`src/rtl/radix_digit_extractor_defines.svh`:
```
// Assertion macros for the radix digit extractor.
// Used by the top level; expects clk and rst_n in scope at the point of use.
`ifndef RADIX_DIGIT_EXTRACTOR_DEFINES_SVH
`define RADIX_DIGIT_EXTRACTOR_DEFINES_SVH

`define RDE_ASSERT_SAME(label, ante, cons, msg) \
    label: assert property (@(posedge clk) disable iff (!rst_n) (ante) |-> (cons)) \
        else $error(msg);

`define RDE_ASSERT_NEXT(label, ante, cons, msg) \
    label: assert property (@(posedge clk) disable iff (!rst_n) (ante) |=> (cons)) \
        else $error(msg);

`endif

```
`src/rtl/rde_pkg.sv`:
```
// Shared types and constants of the radix digit extractor.
// Depends on nothing; used by the front end, the back end and the top level.
package rde_pkg;

    localparam int VALUE_W     = 31;
    localparam int DIGIT_W     = 4;
    localparam int SUM_W       = 8;
    localparam int RADIX_W     = 5;
    localparam int MAX_RESULTS = 31;

    localparam int DIV_W      = 32;
    localparam int DIV_BITS   = 8;
    localparam int DIV_CYCLES = DIV_W / DIV_BITS;
    localparam int STEP_W     = $clog2(DIV_CYCLES);

    localparam logic [RADIX_W-1:0] RADIX_MIN   = 5'd2;
    localparam logic [RADIX_W-1:0] RADIX_MAX   = 5'd16;
    localparam logic [RADIX_W-1:0] RADIX_RESET = 5'd10;

    localparam int APB_ADDR_W = 3;
    localparam int APB_DATA_W = 32;

    typedef enum logic {
        REG_RADIX     = 1'b0,
        REG_MSD_FIRST = 1'b1
    } reg_idx_t;

    typedef struct packed {
        logic [VALUE_W-1:0] value;
        logic [RADIX_W-1:0] base;
        logic               msd_first;
        logic               zero;
    } item_t;

    function automatic logic [RADIX_W-1:0] sat_base(input logic [RADIX_W-1:0] r);
        logic [RADIX_W-1:0] b;
        b = r;
        if (r < RADIX_MIN) begin
            b = RADIX_MIN;
        end
        else if (r > RADIX_MAX) begin
            b = RADIX_MAX;
        end
        return b;
    endfunction

endpackage

```
`src/rtl/rde_ram.sv`:
```
// Generic single-write, single-read RAM with registered read data.
// Depends on nothing.
module rde_ram #(
    parameter int WIDTH = 4,
    parameter int DEPTH = 32
) (
    input  logic                     clk,
    input  logic                     we,
    input  logic [$clog2(DEPTH)-1:0] waddr,
    input  logic [WIDTH-1:0]         wdata,
    input  logic                     re,
    input  logic [$clog2(DEPTH)-1:0] raddr,
    output logic [WIDTH-1:0]         rdata
);

    logic [WIDTH-1:0] mem_reg [DEPTH];
    logic [WIDTH-1:0] rdata_reg;

    always_ff @(posedge clk)
    begin
        if (we)
        begin
            mem_reg[waddr] <= wdata;
        end
        if (re)
        begin
            rdata_reg <= mem_reg[raddr];
        end
    end

    assign rdata = rdata_reg;

endmodule

```
`src/rtl/rde_front.sv`:
```
// Front end: accepts values, classifies them and queues them for the back end.
// Depends on rde_pkg.
module rde_front (
    input  logic                          clk,
    input  logic                          rst_n,
    input  logic                          push,
    output logic                          full,
    input  logic [rde_pkg::VALUE_W-1:0]   value,
    input  logic [rde_pkg::RADIX_W-1:0]   radix,
    input  logic                          msd_first,
    output rde_pkg::item_t                item,
    output logic                          item_valid,
    input  logic                          item_take
);

    rde_pkg::item_t q_reg [2];
    logic           wr_ptr_reg;
    logic           wr_ptr_next;
    logic           rd_ptr_reg;
    logic           rd_ptr_next;
    logic [1:0]     cnt_reg;
    logic [1:0]     cnt_next;
    logic           push_ok;
    logic           take_ok;
    rde_pkg::item_t new_item;

    assign full       = (cnt_reg == 2'd2);
    assign item_valid = (cnt_reg != 2'd0);
    assign item       = q_reg[rd_ptr_reg];
    assign push_ok    = push && !full;
    assign take_ok    = item_take && item_valid;

    always_comb
    begin
        new_item.value     = value;
        new_item.base      = rde_pkg::sat_base(radix);
        new_item.msd_first = msd_first;
        new_item.zero      = (value == '0);
    end

    always_comb
    begin
        wr_ptr_next = push_ok ? !wr_ptr_reg : wr_ptr_reg;
        rd_ptr_next = take_ok ? !rd_ptr_reg : rd_ptr_reg;
        case ({push_ok, take_ok})
            2'b10:   cnt_next = cnt_reg + 2'd1;
            2'b01:   cnt_next = cnt_reg - 2'd1;
            default: cnt_next = cnt_reg;
        endcase
    end

    always_ff @(posedge clk or negedge rst_n)
    begin
        if (!rst_n)
        begin
            wr_ptr_reg <= 1'b0;
            rd_ptr_reg <= 1'b0;
            cnt_reg    <= 2'd0;
        end
        else
        begin
            wr_ptr_reg <= wr_ptr_next;
            rd_ptr_reg <= rd_ptr_next;
            cnt_reg    <= cnt_next;
        end
    end

    always_ff @(posedge clk)
    begin
        if (push_ok)
        begin
            q_reg[wr_ptr_reg] <= new_item;
        end
    end

endmodule

```
`src/rtl/rde_back.sv`:
```
// Back end: iterative division by the base, digit buffering and result register.
// Depends on rde_pkg and rde_ram.
module rde_back #(
    parameter int MAX_DIGITS = 32
) (
    input  logic                          clk,
    input  logic                          rst_n,
    input  rde_pkg::item_t                item,
    input  logic                          item_valid,
    output logic                          item_take,
    output logic [rde_pkg::DIGIT_W-1:0]   digit,
    output logic [rde_pkg::SUM_W-1:0]     digit_sum,
    output logic                          last,
    output logic                          empty,
    input  logic                          pop
);

    localparam int LIMIT = (MAX_DIGITS < rde_pkg::MAX_RESULTS) ? MAX_DIGITS
                                                               : rde_pkg::MAX_RESULTS;
    localparam int CW = $clog2(LIMIT + 1);
    localparam int AW = $clog2(LIMIT);

    typedef enum logic [4:0] {
        ST_IDLE    = 5'b00001,
        ST_DIV     = 5'b00010,
        ST_EMIT    = 5'b00100,
        ST_RD_ADDR = 5'b01000,
        ST_RD_DATA = 5'b10000
    } back_state_t;

    back_state_t                     state_reg, state_next;
    logic [rde_pkg::DIV_W-1:0]       work_reg, work_next, work_c;
    logic [rde_pkg::DIGIT_W-1:0]     rem_reg, rem_next, rem_c;
    logic [rde_pkg::RADIX_W-1:0]     base_reg, base_next;
    logic                            msd_reg, msd_next;
    logic [rde_pkg::STEP_W-1:0]      step_reg, step_next;
    logic [CW-1:0]                   count_reg, count_next, cnt_new;
    logic [rde_pkg::SUM_W-1:0]       sum_reg, sum_next, sum_new;
    logic [AW-1:0]                   idx_reg, idx_next;
    logic [rde_pkg::DIGIT_W-1:0]     dig_reg, dig_next;
    logic                            fin_reg, fin_next;
    logic                            last_digit;
    logic [rde_pkg::DIGIT_W:0]       trial;

    logic                            out_v_reg, out_v_next;
    logic [rde_pkg::DIGIT_W-1:0]     out_digit_reg, out_digit_next;
    logic [rde_pkg::SUM_W-1:0]       out_sum_reg, out_sum_next;
    logic                            out_last_reg, out_last_next;
    logic                            out_load;
    logic                            slot_free;

    logic                            ram_we;
    logic                            ram_re;
    logic [rde_pkg::DIGIT_W-1:0]     ram_rdata;

    rde_ram #(
        .WIDTH (rde_pkg::DIGIT_W),
        .DEPTH (LIMIT)
    ) u_digit_buffer (
        .clk   (clk),
        .we    (ram_we),
        .waddr (count_reg[AW-1:0]),
        .wdata (rem_c),
        .re    (ram_re),
        .raddr (idx_reg),
        .rdata (ram_rdata)
    );

    assign slot_free = !out_v_reg || pop;

    always_comb
    begin
        rem_c  = rem_reg;
        work_c = work_reg;
        trial  = '0;
        for (int i = 0; i < rde_pkg::DIV_BITS; i++)
        begin
            trial = {rem_c, work_c[rde_pkg::DIV_W-1]};
            if (trial >= base_reg)
            begin
                trial  = trial - base_reg;
                work_c = {work_c[rde_pkg::DIV_W-2:0], 1'b1};
            end
            else
            begin
                work_c = {work_c[rde_pkg::DIV_W-2:0], 1'b0};
            end
            rem_c = trial[rde_pkg::DIGIT_W-1:0];
        end
        sum_new    = sum_reg + {{(rde_pkg::SUM_W - rde_pkg::DIGIT_W){1'b0}}, rem_c};
        cnt_new    = count_reg + CW'(1);
        last_digit = (work_c == '0) || (cnt_new == CW'(LIMIT));
    end

    always_comb
    begin
        state_next     = state_reg;
        work_next      = work_reg;
        rem_next       = rem_reg;
        base_next      = base_reg;
        msd_next       = msd_reg;
        step_next      = step_reg;
        count_next     = count_reg;
        sum_next       = sum_reg;
        idx_next       = idx_reg;
        dig_next       = dig_reg;
        fin_next       = fin_reg;
        item_take      = 1'b0;
        ram_we         = 1'b0;
        ram_re         = 1'b0;
        out_load       = 1'b0;
        out_digit_next = out_digit_reg;
        out_sum_next   = out_sum_reg;
        out_last_next  = out_last_reg;

        case (state_reg)
            ST_IDLE:
            begin
                if (item_valid)
                begin
                    item_take  = 1'b1;
                    base_next  = item.base;
                    msd_next   = item.msd_first;
                    work_next  = {1'b0, item.value};
                    rem_next   = '0;
                    step_next  = '0;
                    count_next = '0;
                    sum_next   = '0;
                    dig_next   = '0;
                    fin_next   = 1'b1;
                    state_next = item.zero ? ST_EMIT : ST_DIV;
                end
            end
            ST_DIV:
            begin
                work_next = work_c;
                rem_next  = rem_c;
                step_next = step_reg + rde_pkg::STEP_W'(1);
                if (step_reg == rde_pkg::STEP_W'(rde_pkg::DIV_CYCLES - 1))
                begin
                    rem_next   = '0;
                    step_next  = '0;
                    sum_next   = sum_new;
                    count_next = cnt_new;
                    if (msd_reg)
                    begin
                        ram_we = 1'b1;
                        if (last_digit)
                        begin
                            idx_next   = count_reg[AW-1:0];
                            state_next = ST_RD_ADDR;
                        end
                    end
                    else
                    begin
                        dig_next   = rem_c;
                        fin_next   = last_digit;
                        state_next = ST_EMIT;
                    end
                end
            end
            ST_EMIT:
            begin
                if (slot_free)
                begin
                    out_load       = 1'b1;
                    out_digit_next = dig_reg;
                    out_last_next  = fin_reg;
                    out_sum_next   = fin_reg ? sum_reg : '0;
                    state_next     = fin_reg ? ST_IDLE : ST_DIV;
                end
            end
            ST_RD_ADDR:
            begin
                ram_re     = 1'b1;
                state_next = ST_RD_DATA;
            end
            ST_RD_DATA:
            begin
                if (slot_free)
                begin
                    out_load       = 1'b1;
                    out_digit_next = ram_rdata;
                    out_last_next  = (idx_reg == '0);
                    out_sum_next   = (idx_reg == '0) ? sum_reg : '0;
                    if (idx_reg == '0)
                    begin
                        state_next = ST_IDLE;
                    end
                    else
                    begin
                        idx_next   = idx_reg - AW'(1);
                        state_next = ST_RD_ADDR;
                    end
                end
            end
            default:
            begin
                state_next = ST_IDLE;
            end
        endcase

        if (out_load)
        begin
            out_v_next = 1'b1;
        end
        else if (pop)
        begin
            out_v_next = 1'b0;
        end
        else
        begin
            out_v_next = out_v_reg;
        end
    end

    always_ff @(posedge clk or negedge rst_n)
    begin
        if (!rst_n)
        begin
            state_reg <= ST_IDLE;
            out_v_reg <= 1'b0;
            step_reg  <= '0;
            count_reg <= '0;
            idx_reg   <= '0;
        end
        else
        begin
            state_reg <= state_next;
            out_v_reg <= out_v_next;
            step_reg  <= step_next;
            count_reg <= count_next;
            idx_reg   <= idx_next;
        end
    end

    always_ff @(posedge clk)
    begin
        work_reg      <= work_next;
        rem_reg       <= rem_next;
        base_reg      <= base_next;
        msd_reg       <= msd_next;
        sum_reg       <= sum_next;
        dig_reg       <= dig_next;
        fin_reg       <= fin_next;
        out_digit_reg <= out_digit_next;
        out_sum_reg   <= out_sum_next;
        out_last_reg  <= out_last_next;
    end

    assign empty     = !out_v_reg;
    assign digit     = out_digit_reg;
    assign digit_sum = out_sum_reg;
    assign last      = out_last_reg;

endmodule

```
`src/rtl/radix_digit_extractor.sv`:
```
// Splits each 31-bit value into digits of the configured base (2 to 16, out-of-range
// settings saturate) and returns one result per digit; the last result of a value carries
// the digit sum. A value is divided by the base 8 quotient bits per cycle in the shared
// divider. Most significant first: digits go into the digit buffer, then are read back
// through its registered read port. Zero gives one result.
// Two values can wait in the input queue while one is being split.
`include "radix_digit_extractor_defines.svh"

module radix_digit_extractor #(
    parameter int MAX_DIGITS = 32
) (
    input  logic                               clk,
    input  logic                               rst_n,
    input  logic                               push,
    output logic                               full,
    input  logic [rde_pkg::VALUE_W-1:0]        value,
    output logic                               empty,
    input  logic                               pop,
    output logic [rde_pkg::DIGIT_W-1:0]        digit,
    output logic [rde_pkg::SUM_W-1:0]          digit_sum,
    output logic                               last,
    input  logic                               psel,
    input  logic                               penable,
    input  logic                               pwrite,
    input  logic [rde_pkg::APB_ADDR_W-1:0]     paddr,
    input  logic [rde_pkg::APB_DATA_W-1:0]     pwdata,
    output logic [rde_pkg::APB_DATA_W-1:0]     prdata,
    output logic                               pready
);

    logic [rde_pkg::RADIX_W-1:0] radix_reg, radix_next;
    logic                        msd_first_reg, msd_first_next;
    logic                        cfg_wr;
    rde_pkg::reg_idx_t           reg_idx;
    rde_pkg::item_t              item;
    logic                        item_valid;
    logic                        item_take;

    assign pready  = 1'b1;
    assign cfg_wr  = psel && penable && pwrite && pready;
    assign reg_idx = rde_pkg::reg_idx_t'(paddr[2]);

    always_comb
    begin
        radix_next     = radix_reg;
        msd_first_next = msd_first_reg;
        prdata         = '0;
        case (reg_idx)
            rde_pkg::REG_RADIX:
            begin
                prdata = {{(rde_pkg::APB_DATA_W - rde_pkg::RADIX_W){1'b0}}, radix_reg};
                if (cfg_wr)
                begin
                    radix_next = pwdata[rde_pkg::RADIX_W-1:0];
                end
            end
            rde_pkg::REG_MSD_FIRST:
            begin
                prdata = {{(rde_pkg::APB_DATA_W - 1){1'b0}}, msd_first_reg};
                if (cfg_wr)
                begin
                    msd_first_next = pwdata[0];
                end
            end
            default:
            begin
                prdata = '0;
            end
        endcase
    end

    always_ff @(posedge clk or negedge rst_n)
    begin
        if (!rst_n)
        begin
            radix_reg     <= rde_pkg::RADIX_RESET;
            msd_first_reg <= 1'b0;
        end
        else
        begin
            radix_reg     <= radix_next;
            msd_first_reg <= msd_first_next;
        end
    end

    rde_front u_front (
        .clk        (clk),
        .rst_n      (rst_n),
        .push       (push),
        .full       (full),
        .value      (value),
        .radix      (radix_reg),
        .msd_first  (msd_first_reg),
        .item       (item),
        .item_valid (item_valid),
        .item_take  (item_take)
    );

    rde_back #(
        .MAX_DIGITS (MAX_DIGITS)
    ) u_back (
        .clk        (clk),
        .rst_n      (rst_n),
        .item       (item),
        .item_valid (item_valid),
        .item_take  (item_take),
        .digit      (digit),
        .digit_sum  (digit_sum),
        .last       (last),
        .empty      (empty),
        .pop        (pop)
    );

    `RDE_ASSERT_SAME(a_sum_only_on_last, !empty && !last, digit_sum == '0, "sum on a non-final digit")
    `RDE_ASSERT_SAME(a_zero_sum_zero_digit, !empty && last && digit_sum == '0, digit == '0, "zero sum with nonzero digit")
    `RDE_ASSERT_SAME(a_base_in_range, item_valid, item.base >= rde_pkg::RADIX_MIN && item.base <= rde_pkg::RADIX_MAX, "queued base out of range")
    `RDE_ASSERT_NEXT(a_push_queues, push && !full, item_valid, "accepted value not queued")

endmodule
```
`config.mk`:
```
export PLATFORM = sky130hd
export DESIGN_NAME = radix_digit_extractor
export DESIGN_NICKNAME = d
export VERILOG_FILES = /design/src/rtl/rde_pkg.sv /design/src/rtl/rde_ram.sv /design/src/rtl/rde_front.sv /design/src/rtl/rde_back.sv /design/src/rtl/radix_digit_extractor.sv
export VERILOG_INCLUDE_DIRS = /design/src /design/src/rtl
export SDC_FILE = /design/constraint.sdc
export NUM_CORES = 1
export LEC_CHECK = 0
export ABC_AREA = 1
export ABC_CLOCK_PERIOD_IN_PS = 15100
export BUFFER_PORTS_ARGS = -buffer_cell sky130_fd_sc_hd__buf_2
export CAP_MARGIN = 25
export CORE_MARGIN = 5
export CORE_UTILIZATION = 60
export DETAILED_ROUTE_END_ITERATION = 12
export PLACE_DENSITY = 0.8
export SYNTH_ARGS = -nofsm -noshare
export SYNTH_HDL_FRONTEND = slang
export SYNTH_SLANG_ARGS = --single-unit
```
`constraint.sdc`:
```
create_clock -name clk -period 15.1 [get_ports clk]
set_input_delay 1.51 -clock clk [delete_from_list [all_inputs] [get_ports clk]]
set_output_delay 1.51 -clock clk [all_outputs]
set_load 0.02 [all_outputs]
```
### Yosys cells after proc, flatten, opt, wreduce, memory -nomap -nowiden

Memories as Yosys holds them, arrays and structs flattened. A register that Yosys moved wholly into a read port is not among the register bits.
Index checks and enable logic that the tools add are counted.

* reductions and logical operators: 29
* add/subtract/negate cells: 14
* order comparisons: 10
* bitwise operators: 1
* multiplexer cells: 82
* eq/ne operators: 19

Operator list (number)
* 32-bit case mux with 2 select lines: 2
* 5-bit 2-to-1 mux: 15
* 4-bit 2-to-1 mux: 15
* 8-bit 2-to-1 mux: 6
* 5-bit >= comparator: 8
* 32-bit logical NOT: 1
* 32-bit 2-to-1 mux: 1
* 8-bit case mux with 2 select lines: 2
* 4-bit subtractor: 8
* 31-bit logical NOT: 1
* 1-bit 2-to-1 mux: 27
* 5-bit case mux with 5 select lines: 1
* 4-bit case mux with 2 select lines: 3
* 5-bit case mux with 2 select lines: 2
* 2-bit nonzero test: 6
* 5-bit equality test (second input constant): 2
* 2-bit by 1-bit inequality test with 1-bit output (second input constant): 5
* 8-bit by 4-bit adder with 8-bit output: 1
* 2-bit case mux with 2 select lines: 2
* 2-bit AND reduction: 4
* 2-bit equality test (second input constant): 3
* 2-bit 2-to-1 mux: 3
* 2-bit inequality test (second input constant): 3
* 3-bit AND reduction: 2
* other kinds (23): 32

* register bits after elaboration: 96
* memory bits (writable): 200
* output and inout port bits: 48
* memories kept: 2
* logic and storage cells: 177
* input port bits: 73

Memory list
* u_back.u_digit_buffer.mem_reg: depth 31, width 4, read ports 1, clocked after Yosys merged registers in 1, write ports 1, line rde_ram.sv:16 `logic [WIDTH-1:0] mem_reg [DEPTH];`
* u_front.q_reg: depth 2, width 38, read ports 1, clocked after Yosys merged registers in 0, write ports 1, line rde_front.sv:16 `rde_pkg::item_t q_reg [2];`

### Logic depth before layout (Yosys ltp)

Gate-level depths: netlist (run 1).

* depth after elaboration: 22
* mapped depth: 80
* depth with buffers taken out: 80

### Modules after synthesis

Synthesis (run 1) repeated with hierarchy kept, for this count alone.

* cell total of the unflattened synthesis: 1520
* area, all modules: 14971.9 µm²

Modules (own cells, without submodules)
* rde_back: area an instance 5881.9 µm², seq. area each 2493.6 µm², cells each 711, instances 1
* rde_ram: area an instance 5388.9 µm², seq. area each 3843.7 µm², cells each 470, instances 1
* rde_front: area an instance 3161.8 µm², seq. area each 2382.3 µm², cells each 267, instances 1
* radix_digit_extractor: area an instance 539.3 µm², seq. area each 152.6 µm², cells each 72, instances 1

### Worst setup path before layout (run 1)

OpenSTA, ideal clock, no wires.

* path type: reg-to-reg
* start: reg u_back.base_reg[1] (netlist bit)
* end: reg u_back.sum_reg[6] (netlist bit) (data pin)
* period minus slack after synthesis: 11.117 ns
* cell stages (with the launch flop): 69
* data required time: 14.830 ns
* slack: 3.983 ns
* arrival: 10.848 ns
* buffers on the path: 0
* cell sequence: edfxtp_1 -> inv_1 -> ha_1 -> nand2_1 -> nor2_1 -> o21ai_1 -> nand3_1 -> o21ai_0 -> inv_1 -> ha_1 -> nand2_1 -> inv_1 -> nand2_1 -> nand3_2 -> o21ai_0 -> inv_1 -> ha_1 -> nand2_1 -> [... 33 more ...] -> nor2_4 -> inv_1 -> nand2_1 -> nand2_1 -> ha_1 -> nand2_1 -> inv_2 -> nand3_1 -> nand2_1 -> nor2_4 -> o21ai_0 -> ha_1 -> fa_1 -> nand3_1 -> and2_1 -> or2_2 -> o21ai_0 -> a21oi_1

* longest elaborated chain between the ends: 19

Ends and longest elaborated chain
* start, declared: line rde_back.sv:34 `logic [rde_pkg::RADIX_W-1:0] base_reg, base_next;`
* start signal, assigned: line rde_back.sv:241 `base_reg <= base_next;`
* 4-bit subtractor / 5-bit >= comparator (equally long branches): line rde_back.sv:81, rde_back.sv:79
* 4-bit 2-to-1 mux: line rde_back.sv:79 `if (trial >= base_reg)`
* 4-bit subtractor / 5-bit >= comparator (equally long branches): line rde_back.sv:81, rde_back.sv:79
* 4-bit 2-to-1 mux: line rde_back.sv:79
* 4-bit subtractor / 5-bit >= comparator (equally long branches): line rde_back.sv:81, rde_back.sv:79
* 4-bit 2-to-1 mux: line rde_back.sv:79
* 5-bit >= comparator / 4-bit subtractor (equally long branches): line rde_back.sv:79, rde_back.sv:81
* 4-bit 2-to-1 mux: line rde_back.sv:79
* [... 4 more ...]
* 4-bit subtractor / 5-bit >= comparator (equally long branches): line rde_back.sv:81, rde_back.sv:79
* 4-bit 2-to-1 mux: line rde_back.sv:79
* 5-bit >= comparator (*): line rde_back.sv:79
* 4-bit 2-to-1 mux (*): line rde_back.sv:79
* named net u_back.trial, one bit: line rde_back.sv:43 `logic [rde_pkg::DIGIT_W:0] trial;`
* 8-bit by 4-bit adder with 8-bit output (*): line rde_back.sv:90 `sum_new = sum_reg + {{(rde_pkg::SUM_W - rde_pkg::DIGIT_W){1'b0}}, rem_c};`
* 8-bit 2-to-1 mux (*): line rde_back.sv:139 `if (step_reg == rde_pkg::STEP_W'(rde_pkg::DIV_CYCLES - 1))`
* 8-bit case mux with 2 select lines (*): line rde_back.sv:116 `case (state_reg)`
* end signal, assigned: line rde_back.sv:243 `sum_reg <= sum_next;`
* end, declared: line rde_back.sv:38 `logic [rde_pkg::SUM_W-1:0] sum_reg, sum_next, sum_new;`

The timed path passes the listed nets; every way through them passes the cells marked *. The select of a mux whose other input is x is not followed.
A chain may end at the register's enable or synchronous reset.

### Worst setup path in the final report (run 1)

* start: reg u_back.base_reg[1] (netlist bit)
* end: reg u_back.sum_reg[6] (netlist bit) (data pin)

* longest elaborated chain between the ends: 19

Ends and longest elaborated chain (line)
* 4-bit subtractor / 5-bit >= comparator (equally long branches): rde_back.sv:81, rde_back.sv:79
* 4-bit 2-to-1 mux: rde_back.sv:79
* 4-bit subtractor / 5-bit >= comparator (equally long branches): rde_back.sv:81, rde_back.sv:79
* 4-bit 2-to-1 mux: rde_back.sv:79
* 4-bit subtractor / 5-bit >= comparator (equally long branches): rde_back.sv:81, rde_back.sv:79
* 4-bit 2-to-1 mux: rde_back.sv:79
* 5-bit >= comparator / 4-bit subtractor (equally long branches): rde_back.sv:79, rde_back.sv:81
* 4-bit 2-to-1 mux: rde_back.sv:79
* [... 4 more ...]
* 5-bit >= comparator / 4-bit subtractor (equally long branches): rde_back.sv:79, rde_back.sv:81
* 4-bit 2-to-1 mux: rde_back.sv:79
* 4-bit subtractor / 5-bit >= comparator (equally long branches): rde_back.sv:81, rde_back.sv:79
* 4-bit 2-to-1 mux (*): rde_back.sv:79
* named net u_back.trial, one bit: rde_back.sv:43
* 8-bit by 4-bit adder with 8-bit output (*): rde_back.sv:90
* 8-bit 2-to-1 mux (*): rde_back.sv:139
* 8-bit case mux with 2 select lines (*): rde_back.sv:116

Marks and branches as above.

==> metrics.md, run 1 <==
| Metric | Value |
|---|---|
| Run status | finished clean |
| GP Congestion | 0.887 |
| Initial core utilization | 60.3% |
| Fin nets | 1,565 |
| Fin. max-slew vios | 0 |
| Min cycle time layout | 12.54 ns |
| Clock-pin slew on the worst setup and hold paths | 0.06 ns |
| Ratio of cells with drive above 1 in the final layout | 11.6% |
| CTS tree | yes |
| Startpoint Class | flop |
| Commonest non-fill, non-tap cells in the layout | 272 x edfxtp_1, 229 x nand2_1, 167 x nor2_1, 143 x o21ai_0, 133 x inv_1 |
| N_diodes | 0 |
| Avg Cell Area, Syn | 10.6 um^2 |
| Top FF cell, synth | edfxtp_1 |
| RSZ-0062 raised after global routing | false |
| Syn Std Cell Area | 14,500 um^2 |
| R2R depth | 70 |
| Die area | 27,400 um^2 |
| Total core area | 24,100 um^2 |
| DRC marker count from the first detailed-route iteration | 959 |
| CP peak stage delay | 0.75 ns |
| CP startpoint | u_back.base_reg[1] |
| Initial antenna violation count | 1 |
| Setup Skew | 0.0149 ns |
| Post-cts resize count | 0 |
| R2r setup slk | 2.56 ns |
| Async SR Flop Fraction | 9.33% |
| Row Count | 57 |
| Peak Freq | 79.7 MHz |
| Commonest non-fill, non-tap cell in the layout | edfxtp_1 |
| DR vias | 9,834 |
| Largest register FFs | 124 |
| Area taken by multi-input logic gates | 4820 um^2 |
| Port bufs | 63 |
| Critical path capture point type | flop |
| Routed WL | 29,500 um |
| Clock tree buffer depth | 3 |
| CTS Buf Count | 29 |
| Setup bufs post-CTS | 0 |
| Vias/cell | 5.53 |
| Critical Path RT | 15.37 ns |
| Pin count of the biggest net entering global routing | 71 |
| Area Growth Syn to Fin | 10.1% |
| Seq cells post-synth | 300 |
| Final setup violation count | 0 |
| Slew headroom | 30.3% |
| Post-Route Utilization | 66.3% |
| Slowest-stage cell, CP | edfxtp_1 |
| WS Path Type | reg2reg |
| First-pass GRT wire length | 47,700 um |
| Routed len/inst | 16.6 um |
| TritonRoute pass-1 iters | 5 |
| Worst min path class | reg2reg |
| Die Span Y | 166 um |
| Vias in the first global route | 9,637 |
| WP buf/inv | 13 |
| Post-synthesis sequential area ratio | 61.1% |
| Num Clock Sinks | 300 |
| Crit share post-route | 83.0% |
| Root buf cell | clkbuf_16 |
| GRT Total Usage | 21.1% |
| Post-synth EDFFs | 272 |
| Mapped Cells | 1,374 |
| Least-Margin Pin Slew | 1.04 ns |
| Die Width | 166 um |
| Worst-Skew Late Latency | 0.54 ns |
| Worst min-delay path startpoint | radix_reg[0] |
| CP most frequent cell | nand2_1 |
| Max cap viols | 0 |
| Hpwl dp | 20,000 um |
| I/O pins | 121 |
| Hold-fix buffers at CTS | 0 |
| FF-to-FF Start | u_back.base_reg[1] |
| Hold worst-path end | radix_reg[0] |
| Crit-path max FO | 32 |
| Ys Warns | 0 |
| Fin cells | 1,777 |
| DRC errors left | 0 |
| Fill cells | 1,809 |
| Total gr overflow | 0 |
| Setup TNS | 0 ns |
| CP delay by family, top | simple AND/OR/NAND/NOR gates |
| Worst EP arrival | 12.81 ns |
| Post-synth cell types | 45 |
| Final hold violations | 0 |
| Antenna Nets Post-Route | 0 |
| Sequential cell area | 8870 um^2 |
| H-tree depth | 1 |
| Reg2Reg Capture Point | u_back.sum_reg[6] |
| WHS Path Cells | 2 |
| Hold_ws | 0.489 ns |
| Placed Instances | 1,723 |
[per-stage QoR]
stage / worst slack (ns) / cell area (um^2)
3_3_place_gp: 3.01 / 15000
5_1_grt: 1.31 / 16000
6_report: 2.56 / 16000
2_1_floorplan: 3.98 / 14600
3_5_place_dp: 2.65 / 15100
4_1_cts: 2.58 / 16000
[Yosys cell counts, types with 7 or more instances]
| cell | instances | area (um^2) |
|---|---|---|
| buf_2 | 19 | 95.1 |
| clkbuf_1 | 25 | 93.8 |
| nand3_1 | 55 | 275 |
| inv_1 | 133 | 499 |
| ha_1 | 52 | 651 |
| dfrtp_1 | 25 | 626 |
| o21ai_1 | 20 | 100 |
| nand4_1 | 9 | 56.3 |
| fa_1 | 9 | 180 |
| o21ai_0 | 144 | 721 |
| nand2_1 | 229 | 860 |
| a21oi_1 | 40 | 200 |
| xor2_1 | 19 | 166 |
| nor2_1 | 169 | 634 |
| nor4_1 | 7 | 43.8 |
| buf_4 | 28 | 210 |
| o22ai_1 | 28 | 175 |
| o211ai_1 | 7 | 52.6 |
| inv_2 | 13 | 48.8 |
| edfxtp_1 | 272 | 8170 |
[final cells by class]
| cell class | instances | area share [%] |
|---|---|---|
| multi-input combinational | 880 | 30.2 |
| timing repair buffer | 72 | 2.63 |
| clock buffer | 42 | 5.03 |
| clock inverter | 11 | 0.673 |
| inverter | 148 | 3.47 |
| sequential | 300 | 55.5 |
| tap | 324 | 2.54 |
[worst register-to-register path, delay by kind of cell (launching register included)]
family / cells / cell delay [ns]
buffers and inverters: 13 / 1.85
AND/OR/NAND/NOR: 36 / 4.20
flip-flops: 1 / 0.75
AO/OA/AOI/OAI: 12 / 2.31
adder cells (fa/ha/maj): 9 / 3.17
[metal layers]
metal | track usage, % | vias up | wire length, um
met4 | 6.17 | 2 | 705
met2 | 35.6 | 359 | 14500
met3 | 3.91 | 61 | 2120
met5 | 0 | - | 13
met1 | 28.1 | 4629 | 12200
li1 | - | 4783 | -
[worst max-delay path by stage]
stage	to	slack (ns)	cells past startpoint
final	u_back.sum_reg[6]	2.56	70
after detailed placement	u_back.sum_reg[6]	2.65	70
after floorplan	u_back.sum_reg[6]	3.98	68
after CTS	u_back.sum_reg[6]	2.58	70
after global routing	u_back.sum_reg[6]	1.31	71
after global placement	u_back.sum_reg[6]	3.01	70
[logic make-up (layout without fill, tap and decap cells)]
logic type / after synthesis / count (layout) / synth area share [%]
AO/OA/AOI/OAI: 256 / 256 / 9.47
XOR/XNOR: 25 / 25 / 1.51
adder cells (fa/ha/maj): 61 / 61 / 5.72
buffers and inverters: 220 / 273 / 6.57
flip-flops: 300 / 300 / 61.1
multiplexers: 9 / 9 / 0.672
other: 2 / 28 / 0.0517
AND/OR/NAND/NOR: 501 / 501 / 14.9
Power of run 1 is not shown: default switching activity piles up to over one toggle a cycle in this logic, so the estimate is an artifact.
==> inputs of run 2 (changes only) <==
ABC_CLOCK_PERIOD_IN_PS = 12500   (was 15100)
clock period = 12.5 ns   (was 15.1 ns; I/O delays follow)
==> run 2 against run 1 <==
- fmax increased by 11%
- final cell count grew 0.34%
- sequential share of layout area is 0.27 points lower
- via count is 1.2% higher
- critical path depth grew 4
- core utilization rose by 0.33 points
- setup slack got worse by 1.4 ns
- cell area up 0.49%
- worst hold slack improved by 0.0036 ns
- die area unchanged
- critical path type unchanged
==> metrics.md, run 2 (synthesis results as in run 1) <==
| Metric | Value |
|---|---|
| Run status | finished clean |
| Slew headroom | 30.4% |
| Num Clock Sinks | 300 |
| CTS Buf Count | 30 |
| Pre-CTS setup slack | 0.910 ns |
| Crit-path max FO | 9 |
| Commonest non-fill, non-tap cells in the layout | 272 x edfxtp_1, 229 x nand2_1, 167 x nor2_1, 141 x o21ai_0, 131 x inv_1 |
| FF-to-FF Start | u_back.base_reg[3] |
| Initial antenna violation count | 1 |
| DRC errors left | 0 |
| CP most frequent cell | nand2_1 |
| Routed WL | 30,100 um |
| Critical Path RT | 12.79 ns |
| Routed len/inst | 16.9 um |
| Max cap viols | 0 |
| Slowest-stage cell, CP | edfxtp_1 |
| Least-Margin Pin Slew | 1.04 ns |
| RSZ-0062 raised after global routing | false |
| Vias/cell | 5.58 |
| Final setup margin | 1.19 ns |
| Area Growth Syn to Fin | 10.6% |
| Critical path capture point type | flop |
| Setup bufs post-CTS | 0 |
| Peak Freq | 88.4 MHz |
| Hpwl dp | 20,000 um |
| Reg2Reg Capture Point | u_back.sum_reg[7] |
| Clock tree buffer depth | 3 |
| Hold worst-path end | radix_reg[0] |
| Vias in the first global route | 9,667 |
| R2R depth | 74 |
| I/O pins | 121 |
| CP peak stage delay | 0.37 ns |
| CTS tree | yes |
| Worst-Skew Late Latency | 0.55 ns |
| Worst EP arrival | 11.60 ns |
| WS Path Type | reg2reg |
| R2r setup slk | 1.19 ns |
| Startpoint Class | flop |
| Min cycle time layout | 11.31 ns |
| GRT Total Usage | 21.2% |
| Worst min path class | reg2reg |
| Setup TNS | 0 ns |
| H-tree depth | 1 |
| Total gr overflow | 0 |
| Total core area | 24,100 um^2 |
| Worst min-delay path startpoint | radix_reg[0] |
| Die area | 27,400 um^2 |
| Port bufs | 63 |
| Final setup violation count | 0 |
| N_diodes | 0 |
| Commonest non-fill, non-tap cell in the layout | edfxtp_1 |
| Fill cells | 1,768 |
| TritonRoute pass-1 iters | 5 |
| Ratio of cells with drive above 1 in the final layout | 12.6% |
| First-pass GRT wire length | 48,000 um |
| Row Count | 57 |
| Die Width | 166 um |
| Largest register FFs | 124 |
| Pin count of the biggest net entering global routing | 71 |
| Fin cells | 1,783 |
| Hold_ws | 0.492 ns |
| Hold-fix buffers at CTS | 0 |
| Setup Skew | 0.0164 ns |
| WHS Path Cells | 2 |
| Final hold violations | 0 |
| Fin nets | 1,570 |
| Root buf cell | clkbuf_16 |
| Antenna Nets Post-Route | 0 |
| Placed Instances | 1,727 |
| Crit share post-route | 90.5% |
| DRC marker count from the first detailed-route iteration | 999 |
| DR vias | 9,950 |
| Clock-pin slew on the worst setup and hold paths | 0.06 ns |
| Initial core utilization | 60.3% |
| GP Congestion | 0.870 |
| Die Span Y | 166 um |
| Fin. max-slew vios | 0 |
run 2: how the worst max path moves through the flow:
stage	slack (ns)	endpoint	startpoint	depth (start not counted)
after global routing	0.06	u_back.sum_reg[7]	u_back.base_reg[2]	75
after CTS	0.85	u_back.sum_reg[6]	u_back.base_reg[2]	68
final	1.19	u_back.sum_reg[7]	u_back.base_reg[3]	74
after detailed placement	0.91	u_back.sum_reg[6]	u_back.base_reg[2]	68
after global placement	1.41	u_back.sum_reg[6]	u_back.base_reg[2]	69
after floorplan	1.38	u_back.sum_reg[6]	u_back.base_reg[1]	68
run 2: area by class of cell:
type,count,area [um^2],share of cell area (%)
clock inverter,21,166,1.04
multi-input combinational,880,4830,30.0
clock buffer,34,787,4.90
inverter,148,559,3.48
tap,324,405,2.52
sequential,300,8870,55.2
timing repair buffer,76,450,2.80
run 2: what timing repair did:
item	CTS	global route
setup endpoints to repair	0	4
gates resized for setup	0	7
endpoints found under the hold margin	0	0
run 2: metal layers:
layer  vias to the layer above  track usage (%)  share of wire (%)
li1                       4795                -                  -
met1                      4680             28.5                 41
met2                       413             36.1                 50
met3                        60             3.60                7.2
met4                         2             6.03                1.9
met5                         -                0              0.037
run 2: critical path: cells and delay by family, from the launching register on:
family | cells | cell delay [ns]
xor+xnor | 1 | 0.14
flops | 1 | 0.37
fa+ha+maj | 9 | 2.84
simple gates | 39 | 4.26
buf+inv | 14 | 1.37
compound gates | 11 | 2.05
run 2: stage by stage:
| stage | instance area, um^2 | utilization (%) |
|---|---|---|
| finish | 16100 | 66.7 |
| global route | 16100 | 66.7 |
| CTS | 16000 | 66.5 |
| detailed placement | 15100 | 62.6 |
| global placement | 15000 | 62.4 |
| floorplan | 14600 | - |
Power of run 2 is left out for the same reason.
